`config.mk`:
```
export PLATFORM = sky130hd
export DESIGN_NAME = ipcd_transform
export DESIGN_NICKNAME = d
export VERILOG_FILES = /design/src/rtl/ipcd_pkg.sv /design/src/rtl/ipcd_transform.sv
export SDC_FILE = /design/constraint.sdc
export NUM_CORES = 1
export LEC_CHECK = 0
export ABC_CLOCK_PERIOD_IN_PS = 6040
export BUFFER_PORTS_ARGS = -buffer_cell sky130_fd_sc_hd__buf_4
export CAP_MARGIN = 20
export CORE_UTILIZATION = 40
export DETAILED_ROUTE_END_ITERATION = 6
export PLACE_DENSITY = 0.68
export SLEW_MARGIN = 5
export SYNTH_ARGS = -nofsm -noshare
export SYNTH_HDL_FRONTEND = slang
export SYNTH_SLANG_ARGS = --single-unit
```
`constraint.sdc`:
```
create_clock -name clk -period 6.04 [get_ports clk]
set_input_delay 1.208 -clock clk [delete_from_list [all_inputs] [get_ports clk]]
set_output_delay 1.208 -clock clk [all_outputs]
set_load 0.005 [all_outputs]
```
`src/rtl/ipcd_pkg.sv`:
```
`default_nettype none
// ----------------------------------------------------------------------------
// ipcd_pkg
// Shared types and constants of the inverse Park/Clarke duty core: word
// formats of both channels, inter-stage words and fixed-point constants.
// ----------------------------------------------------------------------------
package ipcd_pkg;

    // Default configuration
    localparam int SINE_TABLE_BITS_DEF = 10;
    localparam int ANGLE_BITS_DEF      = 16;

    // Fixed-point constants
    localparam longint unsigned HALF_PI_Q30 = 64'd1686629713;
    localparam logic signed [17:0] SQRT3_HALF_Q16 = 18'sd56756;
    localparam logic [15:0] INV_HALF_BUS_RESET = 16'd2731;
    localparam logic [15:0] DUTY_FULL = 16'd32768;

    // Pipeline depth: two sine/cosine stages, three transform stages,
    // four duty stages
    localparam int NUM_STAGES = 9;

    // Internal widths
    localparam int PROD_W  = 33;  // 16 x 17 signed product
    localparam int PHASE_W = 37;  // phase voltage, Q23
    localparam int DUTY_W  = 32;  // scaled duty before shift and clamp

    typedef enum logic [1:0] {
        QUAD_0 = 2'd0,
        QUAD_1 = 2'd1,
        QUAD_2 = 2'd2,
        QUAD_3 = 2'd3
    } quad_t;

    typedef struct packed {
        logic signed [15:0] volt_d;
        logic signed [15:0] volt_q;
        logic [15:0]        angle;
    } in_word_t;

    typedef struct packed {
        logic [15:0] duty_u;
        logic [15:0] duty_v;
        logic [15:0] duty_w;
    } out_word_t;

    // Park products: d*cos, q*sin, d*sin, q*cos
    typedef struct packed {
        logic signed [PROD_W-1:0] dc;
        logic signed [PROD_W-1:0] qs;
        logic signed [PROD_W-1:0] ds;
        logic signed [PROD_W-1:0] qc;
    } prod_t;

    typedef struct packed {
        logic signed [PHASE_W-1:0] pu;
        logic signed [PHASE_W-1:0] pv;
        logic signed [PHASE_W-1:0] pw;
    } phase_t;

    // Per-stage advance strobes, grouped by the module that owns the stages
    typedef struct packed {
        logic [1:0] sincos;
        logic [2:0] transform;
        logic [3:0] duty;
    } stage_adv_t;

    // Saturate a shifted duty to 0..full on
    function automatic logic [15:0] clamp_duty(logic signed [DUTY_W:0] v);
        logic [15:0] r;
        if (v < 0) begin
            r = 16'd0;
        end else if (v > $signed({17'd0, DUTY_FULL})) begin
            r = DUTY_FULL;
        end else begin
            r = v[15:0];
        end
        return r;
    endfunction

endpackage
`default_nettype wire

```
`src/rtl/ipcd_transform.sv`:
```
`default_nettype none
// ----------------------------------------------------------------------------
// ipcd_transform
// Inverse Park sums into alpha/beta, then the inverse Clarke transform into
// three phase voltages in Q23.
// ----------------------------------------------------------------------------
module ipcd_transform (
    input  logic                 clk,
    input  ipcd_pkg::stage_adv_t adv,
    input  ipcd_pkg::prod_t      prod,
    output ipcd_pkg::phase_t     phase
);

    localparam int AB_W  = ipcd_pkg::PROD_W + 1;
    localparam int BK_W  = AB_W + 18;
    localparam int SUM_W = BK_W + 1;

    logic signed [AB_W-1:0]  alpha_reg, alpha_next;
    logic signed [AB_W-1:0]  beta_reg, beta_next;
    logic signed [AB_W-1:0]  alpha2_reg;
    logic signed [BK_W-1:0]  bk_reg, bk_next;
    logic signed [SUM_W-1:0] neg_a;
    logic signed [SUM_W-1:0] sum_v;
    logic signed [SUM_W-1:0] sum_w;
    ipcd_pkg::phase_t        phase_reg, phase_next;

    // Form alpha and beta
    always_comb
    begin
        alpha_next = AB_W'(prod.dc) - AB_W'(prod.qs);
        beta_next  = AB_W'(prod.ds) + AB_W'(prod.qc);
    end

    // Stage 2: hold alpha and beta
    always_ff @(posedge clk)
    begin
        if (adv.transform[0])
        begin
            alpha_reg <= alpha_next;
            beta_reg  <= beta_next;
        end
    end

    // Scale beta by sqrt(3)/2
    assign bk_next = BK_W'(beta_reg) * BK_W'(ipcd_pkg::SQRT3_HALF_Q16);

    // Stage 3: hold alpha and scaled beta
    always_ff @(posedge clk)
    begin
        if (adv.transform[1])
        begin
            alpha2_reg <= alpha_reg;
            bk_reg     <= bk_next;
        end
    end

    // Combine into V and W, round half up by 16 bits
    always_comb
    begin
        neg_a         = -(SUM_W'(alpha2_reg) <<< 15);
        sum_v         = neg_a + SUM_W'(bk_reg);
        sum_w         = neg_a - SUM_W'(bk_reg);
        phase_next.pu = ipcd_pkg::PHASE_W'(alpha2_reg);
        phase_next.pv = ipcd_pkg::PHASE_W'((sum_v + SUM_W'(32768)) >>> 16);
        phase_next.pw = ipcd_pkg::PHASE_W'((sum_w + SUM_W'(32768)) >>> 16);
    end

    // Stage 4: hold phase voltages
    always_ff @(posedge clk)
    begin
        if (adv.transform[2])
        begin
            phase_reg <= phase_next;
        end
    end

    assign phase = phase_reg;

endmodule
`default_nettype wire

```
# Word level (Yosys, flattened, before mapping)

Cells that the tools add are included.

Bits in registers: 259
Input port bits: 142
Output and inout bits: 111
Word-level logic and storage cells: 15

Add/subtract/negate cells: 7
Multipliers: 1

Operator list:

| kind                   | number |
|---|---|
| $add 53x17->53 const B | 2 |
| $add 53x51->53         | 1 |
| $neg 49->53            | 1 |
| $sub 53x51->53         | 1 |
| $mul 34x15->49 const B | 1 |
| $add 33x33->34         | 1 |
| $sub 33x33->34         | 1 |

# Longest topological paths before layout

Gate-level depths: netlist (run 1).

Depth after elaboration: 3
Gate-level depth with buffers: 22
Mapped depth without buffers: 22

# Worst setup path before layout (run 1)

No wires, ideal clock.

Path type: reg2reg
Start point: reg beta_reg[7]
End point: reg bk_reg[49] (data pin)
Setup time: 269 ps
Data arrival time: 5642 ps
Data required time: 5771 ps
Path slack: 130 ps
Stages on the path, launching flop included: 20
Buffers on the path: 0
Clock period less this slack: 5910 ps
Cell sequence: edfxtp_1 -> ha_1 -> inv_1 -> fa_1 -> inv_1 -> fa_1 -> fa_1 -> fa_1 -> inv_1 -> fa_1 -> inv_1 -> ha_1 -> and3_1 -> o31ai_1 -> a2111oi_0 -> o21ai_0 -> o21ai_0 -> a41oi_1 -> o31ai_1 -> xor2_1

Word-level cells in the longest chain between the ends: 1

RTL lines:

| element                | RTL line             | text |
|---|---|---|
| start, declared        | ipcd_transform.sv:19 | `logic signed [AB_W-1:0] beta_reg, beta_next;` |
| start signal, assigned | ipcd_transform.sv:40 | `beta_reg <= beta_next;` |
| $mul 34x15->49         | ipcd_transform.sv:45 | `assign bk_next = BK_W'(beta_reg) * BK_W'(ipcd_pkg::SQRT3_HALF_Q16);` |
| net bk_next[49]        | ipcd_transform.sv:21 | `logic signed [BK_W-1:0] bk_reg, bk_next;` |
| end signal, assigned   | ipcd_transform.sv:53 | `bk_reg <= bk_next;` |
| end, declared          | ipcd_transform.sv:21 |  |

The timed path passes the listed nets, and every way through them passes these cells.
A chain may end at the register's enable or synchronous reset.

# Worst setup path after layout (run 1)

Start point: reg beta_reg[12]
End point: reg bk_reg[46] (data pin)

Same word-level chain as after synthesis.

==> flow_summary.json, run 1 <==
{
  "status": "completed",
  "period_share_pct": 98.0,
  "synthesis.area_um2": 27300,
  "slew_headroom_pct": 38.3,
  "clkSinkCount": 259,
  "tightest_slew_ns": 0.925,
  "wl_per_cell_um": 16.0,
  "ys_types": 64,
  "clock_latency_ns": 0.58,
  "die_area_um2": 69400,
  "finalHoldViolCount": 0,
  "cts_tree": "done",
  "initial_core_util_pct": 40.6,
  "antenna_left": 0,
  "num_vias": 19500,
  "nets": 3830,
  "synthesis.nets": 3411,
  "mostFrequentLayoutCell": "inv_1",
  "cts_max_path_buffers": 3,
  "setup_viol": 0,
  "drive_above_1_share_pct": 18.0,
  "synth_edf_count": 259,
  "portBuffers": 246,
  "area_growth_pct": 20.6,
  "ys_ff_latch": 259,
  "synth_warnings": 0,
  "drt-pass1-iter-count": 7,
  "synth_cells": 2640,
  "rows": 95,
  "max_cap_violations": 0,
  "slew_viol_final": 0,
  "mostFrequentLayoutCells": "inv_1 (530), buf_4 (401), ha_1 (347), edfxtp_1 (259), fa_1 (248)",
  "postCtsHoldBufs": 0,
  "fill_cells": 6125,
  "root_buffer": "clkbuf_16",
  "h-tree-depth": 1,
  "synth-main-ff-cell": "edfxtp_1",
  "worst-setup-path-type": "flip-flop to flip-flop",
  "grt_pass1_wl_um": 101000,
  "grt_pass1_vias": 19900,
  "syn_avg_cell_area_um2": 10.4,
  "grt_setup_unrepaired": "true",
  "cts_buffers": 28,
  "ys_async_sr_fraction_pct": 0,
  "drt_iter0_markers": 975,
  "final_core_util_pct": 48.9,
  "antenna_found_initial": 1,
  "totalWireLength_um": 63100,
  "synth-seq-area-share_pct": 28.5,
  "cp-end-kind": "flip-flop",
  "clock_skew_ns": 0.0351,
  "arrival_ns": 6.20,
  "startpoint_type": "flip-flop",
  "min_path_type": "flip-flop to flip-flop",
  "vias_per_cell": 4.93,
  "die_width_um": 263,
  "clk_pin_slew_ns": 0.06,
  "grtUsageTotal_pct": 17.9,
  "core-area_um2": 67400,
  "gp_congestion": 0.896,
  "grt_max_degree": 72,
  "die_h_um": 263,
  "num_io_pins": 253,
  "required_ns": 6.33,
  "grt-ovfl-total": 0,
  "finalCriticalPeriod_ns": 5.92,
  "detailed_place_hpwl_um": 53900,
  "fmax_ghz": 0.169,
  "largest_register_ffs": 108,
  "drc": 0,
  "crit_path_max_fanout": 4
}
## path summary, 6_finish.rpt
path,from,to,slack (ns),cells after the start
worst max-delay path,beta_reg[12],bk_reg[46],0.12,21
worst min register to register,alpha_reg[28],alpha2_reg[28],0.42,0
worst max register to register,beta_reg[12],bk_reg[46],0.12,21
worst min-delay path,alpha_reg[28],alpha2_reg[28],0.42,0
## layer usage
layer	track usage (%)	vias to the layer above	share of wire (%)
met2	30.6	369	47
met1	24.2	9220	46
li1	-	9830	-
met4	4.13	0	2.1
met3	2.11	80	4.4
met5	0	-	0
## Yosys cell counts, types with 8 or more instances
| cell | n | area [um^2] |
|---|---|---|
| a2111oi_0 | 11 | 96.3 |
| a211oi_1 | 15 | 113 |
| a21o_1 | 97 | 728 |
| a21oi_1 | 154 | 771 |
| a31oi_1 | 21 | 131 |
| and2_1 | 16 | 100 |
| and3_1 | 32 | 200 |
| and4_1 | 8 | 70.1 |
| clkbuf_1 | 14 | 52.6 |
| edfxtp_1 | 259 | 7780 |
| fa_1 | 253 | 5060 |
| ha_1 | 376 | 4700 |
| inv_1 | 538 | 2020 |
| maj3_1 | 11 | 110 |
| nand2_1 | 79 | 297 |
| nand2b_1 | 19 | 119 |
| nand3_1 | 29 | 145 |
| nand4_1 | 18 | 113 |
| nor2_1 | 124 | 465 |
| nor2b_1 | 35 | 219 |
| nor3_1 | 29 | 145 |
| nor4_1 | 14 | 87.6 |
| o211ai_1 | 14 | 105 |
| o21a_1 | 27 | 203 |
| o21ai_0 | 100 | 500 |
| o21bai_1 | 12 | 90.1 |
| o31ai_1 | 8 | 60.1 |
| or2_2 | 8 | 50.1 |
| xnor2_1 | 157 | 1380 |
| xor2_1 | 60 | 526 |
## final cells by class
type	count	area, um^2	share of cell area [%]
clock buffers	33	741	2.25
inverters	538	2020	6.13
repair buffers	407	3090	9.36
multi-input cells	1825	18100	54.8
flip-flops and latches	259	7780	23.6
clock inverters	18	183	0.554
well taps	873	1090	3.31
diodes	1	2.50	0.00759
## timing repair
| item | 4_1_cts | 5_1_grt |
|---|---|---|
| buffers inserted | 2 | 15 |
| resized for setup | 19 | 92 |
| pin swaps | 5 | 65 |
| setup endpoints to repair | 13 | 19 |
## critical path: stages, from the launching register on
cell      delay (ns)
edfxtp_1        0.50
ha_4            0.32
inv_1           0.07
fa_1            0.54
inv_1           0.06
fa_1            0.54
fa_1            0.45
fa_1            0.54
inv_1           0.05
fa_1            0.51
inv_1           0.05
ha_1            0.29
and3_4          0.18
buf_4           0.12
and3_1          0.15
a221o_1         0.35
o21ai_4         0.22
a21oi_2         0.10
o21ai_2         0.19
buf_6           0.14
o311ai_2        0.10
xor2_1          0.17
## logic make-up (layout without fill, tap and decap cells)
kind of cell / Yosys count / after routing / synth area share [%]
buffers and inverters: 556 / 996 / 7.70
AOI/OAI and AO/OA: 517 / 517 / 12.1
DFF: 259 / 259 / 28.5
muxes: 1 / 1 / 0.0366
and+or+nand+nor: 449 / 449 / 8.48
other: 0 / 1 / 0
xor gates and xnor gates: 218 / 218 / 7.05
adders and majority gates: 640 / 640 / 36.1
## stage by stage
stage / worst slack (ns) / cells / instance area [um^2] / setup TNS, ns / hold WS, ns
6_report: 0.124 / 3954 / 33000 / 0 / 0.416
5_1_grt: -0.0630 / 3953 / 33000 / -0.184 / 0.425
4_1_cts: -0.0502 / 3938 / 32300 / -0.0502 / 0.415
3_5_place_dp: -0.383 / 3885 / 31300 / -2.97 / 0.405
3_3_place_gp: -0.391 / 3885 / 31300 / -3.00 / 0.401
2_1_floorplan: 0.130 / 2640 / 27300 / 0 / 0.400
Power of run 1 is left out: the tool's default activity adds up to more than one toggle a clock period on the data nets, which glitch-free logic cannot reach.
==> run 2: changes to the inputs <==
--- a/config.mk
+++ b/config.mk
@@ -5,12 +5,13 @@
 export SDC_FILE = /design/constraint.sdc
 export NUM_CORES = 1
 export LEC_CHECK = 0
+export ABC_AREA = 1
 export ABC_CLOCK_PERIOD_IN_PS = 6040
 export BUFFER_PORTS_ARGS = -buffer_cell sky130_fd_sc_hd__buf_4
 export CAP_MARGIN = 20
 export CORE_UTILIZATION = 40
 export DETAILED_ROUTE_END_ITERATION = 6
-export PLACE_DENSITY = 0.68
+export PLACE_DENSITY = 0.67
 export SLEW_MARGIN = 5
 export SYNTH_ARGS = -nofsm -noshare
 export SYNTH_HDL_FRONTEND = slang
==> run 2 against run 1 <==
The run now ends with design-rule violations left. Maximum frequency is 5.0% higher. Die area is 14% higher. Global-route usage is 4.4 points higher. Largest cell class unchanged.
==> flow_summary.json, run 2 <==
{
  "fin_tns_setup_ns": 0,
  "synth_edf_count": 259,
  "cp_cell_sequence": "inv_1 > ha_1 > inv_1 > fa_1 > inv_1 > fa_1 > fa_1 > inv_1 > fa_1 > inv_1 > fa_1 > inv_1 > ha_1 > nand2_1 > nor2_1 > nand2_1 > nor2_1 > nand4_1 > nand4_1 > nand2_1",
  "grt_max_degree": 80,
  "synth_simple_gate_area_share_pct": 20.7,
  "slew_viol_final": 0,
  "finalCriticalPeriod_ns": 5.63,
  "cts_max_path_buffers": 3,
  "critPathTopFamily": "adder cells",
  "drt_iter0_markers": 1602,
  "synthXorXnorAreaFrac_pct": 4.88,
  "finalHoldViolCount": 0,
  "grt_pass1_wl_um": 137000,
  "gp_congestion": 1.03,
  "drc": 1,
  "period_share_pct": 93.2,
  "die_width_um": 281,
  "antenna_left": 0,
  "synth_cells": 3822,
  "synthTopCellsByArea": "edfxtp_1 (25%), fa_1 (16%), ha_1 (15%)",
  "portBuffers": 246,
  "ys_ff_latch": 259,
  "synth_most_common_cell": "nand2_1",
  "arrival_ns": 5.99,
  "h-tree-depth": 1,
  "area_growth_pct": 13.2,
  "ys_types": 47,
  "tightest_slew_ns": 0.996,
  "n_antenna_cell": 0,
  "grt_setup_unrepaired": "false",
  "worst-setup-path-type": "flip-flop to flip-flop",
  "die_area_um2": 78800,
  "max_cap_violations": 0,
  "violations": "design-rule violations",
  "synth_top_area_cell": "edfxtp_1",
  "critPathMostFrequentCell": "inv_1",
  "drive_above_1_share_pct": 9.15,
  "synth-seq-area-share_pct": 25.0,
  "cts-resized-gates": 0,
  "mostFrequentLayoutCell": "nand2_1",
  "root_buffer": "clkbuf_16",
  "synth_adder_area_share_pct": 31.5,
  "largest_register_ffs": 108,
  "wl_per_cell_um": 16.9,
  "synth-main-ff-cell": "edfxtp_1",
  "drt-pass1-iter-count": 7,
  "grt-ovfl-total": 0,
  "grt_pass1_vias": 25900,
  "fmax_ghz": 0.178,
  "nets": 4871,
  "synth_top_family_by_area": "adder cells",
  "postCtsHoldBufs": 0,
  "setup_viol": 0,
  "max_stage_delay_ns": 0.56,
  "antenna_found_initial": 0,
  "num_vias": 25400,
  "synth_common_cells": "nand2_1 (819), inv_1 (800), ha_1 (376)",
  "cp-end-kind": "flip-flop",
  "core-area_um2": 76300,
  "startpoint_type": "flip-flop",
  "clk_pin_slew_ns": 0.06,
  "cts_buffers": 30,
  "slew_headroom_pct": 33.6,
  "detailed_place_hpwl_um": 77000,
  "required_ns": 6.40,
  "min_path_type": "flip-flop to flip-flop",
  "initial_core_util_pct": 40.7,
  "vias_per_cell": 4.93,
  "clock_latency_ns": 0.61,
  "synthesis.nets": 4593,
  "totalWireLength_um": 87000,
  "cp_slowest_cell": "fa_1",
  "synthesis.area_um2": 31100,
  "muxShareOfSynthArea_pct": 0,
  "cts_tree": "done",
  "synth_warnings": 0,
  "synth_compound_area_share_pct": 8.11,
  "rows": 101,
  "path_buf_inv": 6,
  "mostFrequentLayoutCells": "nand2_1 (819), inv_1 (800), ha_1 (376), nor2_1 (329), edfxtp_1 (259)",
  "status": "finished, violations left",
  "ys_async_sr_fraction_pct": 0,
  "syn_avg_cell_area_um2": 8.13,
  "crit_path_max_fanout": 6,
  "clkSinkCount": 259,
  "post_cts_buffers": 0,
  "num_io_pins": 253,
  "grtUsageTotal_pct": 22.3,
  "clock_skew_ns": 0.0269,
  "die_h_um": 281,
  "netlist.area_leader.share_pct": 25.0
}
[run 2: metal layers]
metal	global-route usage [%]	share of wire, %	vias up
li1	-	-	12700
met1	27.9	43	11900
met2	40.1	49	639
met3	1.67	4.1	152
met4	8.22	3.9	0
met5	0	0	-
[run 2: area by class of cell]
cell class              count  area [um^2]
fillers                  7681        41200
multi-input cells        2752        20200
flip-flops and latches    259         7780
inverters                 808         3030
repair buffers            249         1870
well taps                1030         1290
clock buffers              34          766
clock inverters            19          211
[run 2: metrics by stage]
step | cells | hold WS, ns | instance area (um^2) | util (%) | setup WS, ns
CTS | 5151 | 0.418 | 35200 | 46.1 | 0.428
global route | 5151 | 0.421 | 35200 | 46.1 | 0.0792
detailed placement | 5098 | 0.405 | 34200 | 44.8 | 0.408
global placement | 5098 | 0.400 | 34200 | 44.8 | 0.426
floorplan | 3822 | 0.400 | 31100 | - | 0.783
finish | 5151 | 0.417 | 35200 | 46.1 | 0.408
[run 2: cell families after synthesis]
family | after synthesis
AND/OR/NAND/NOR | 1493
buffers and inverters | 811
adder cells (fa/ha/maj) | 629
XOR/XNOR | 173
AO/OA/AOI/OAI | 457
flip-flops | 259
[run 2: path summary, 6_finish.rpt]
path	slack [ns]	start	end	cells past startpoint
min reg2reg	0.42	alpha_reg[16]	alpha2_reg[16]	0
max reg2reg	0.41	beta_reg[32]	bk_reg[45]	20
max	0.41	beta_reg[32]	bk_reg[45]	20
min	0.42	alpha_reg[16]	alpha2_reg[16]	0
Power of run 2 is left out for the same reason.
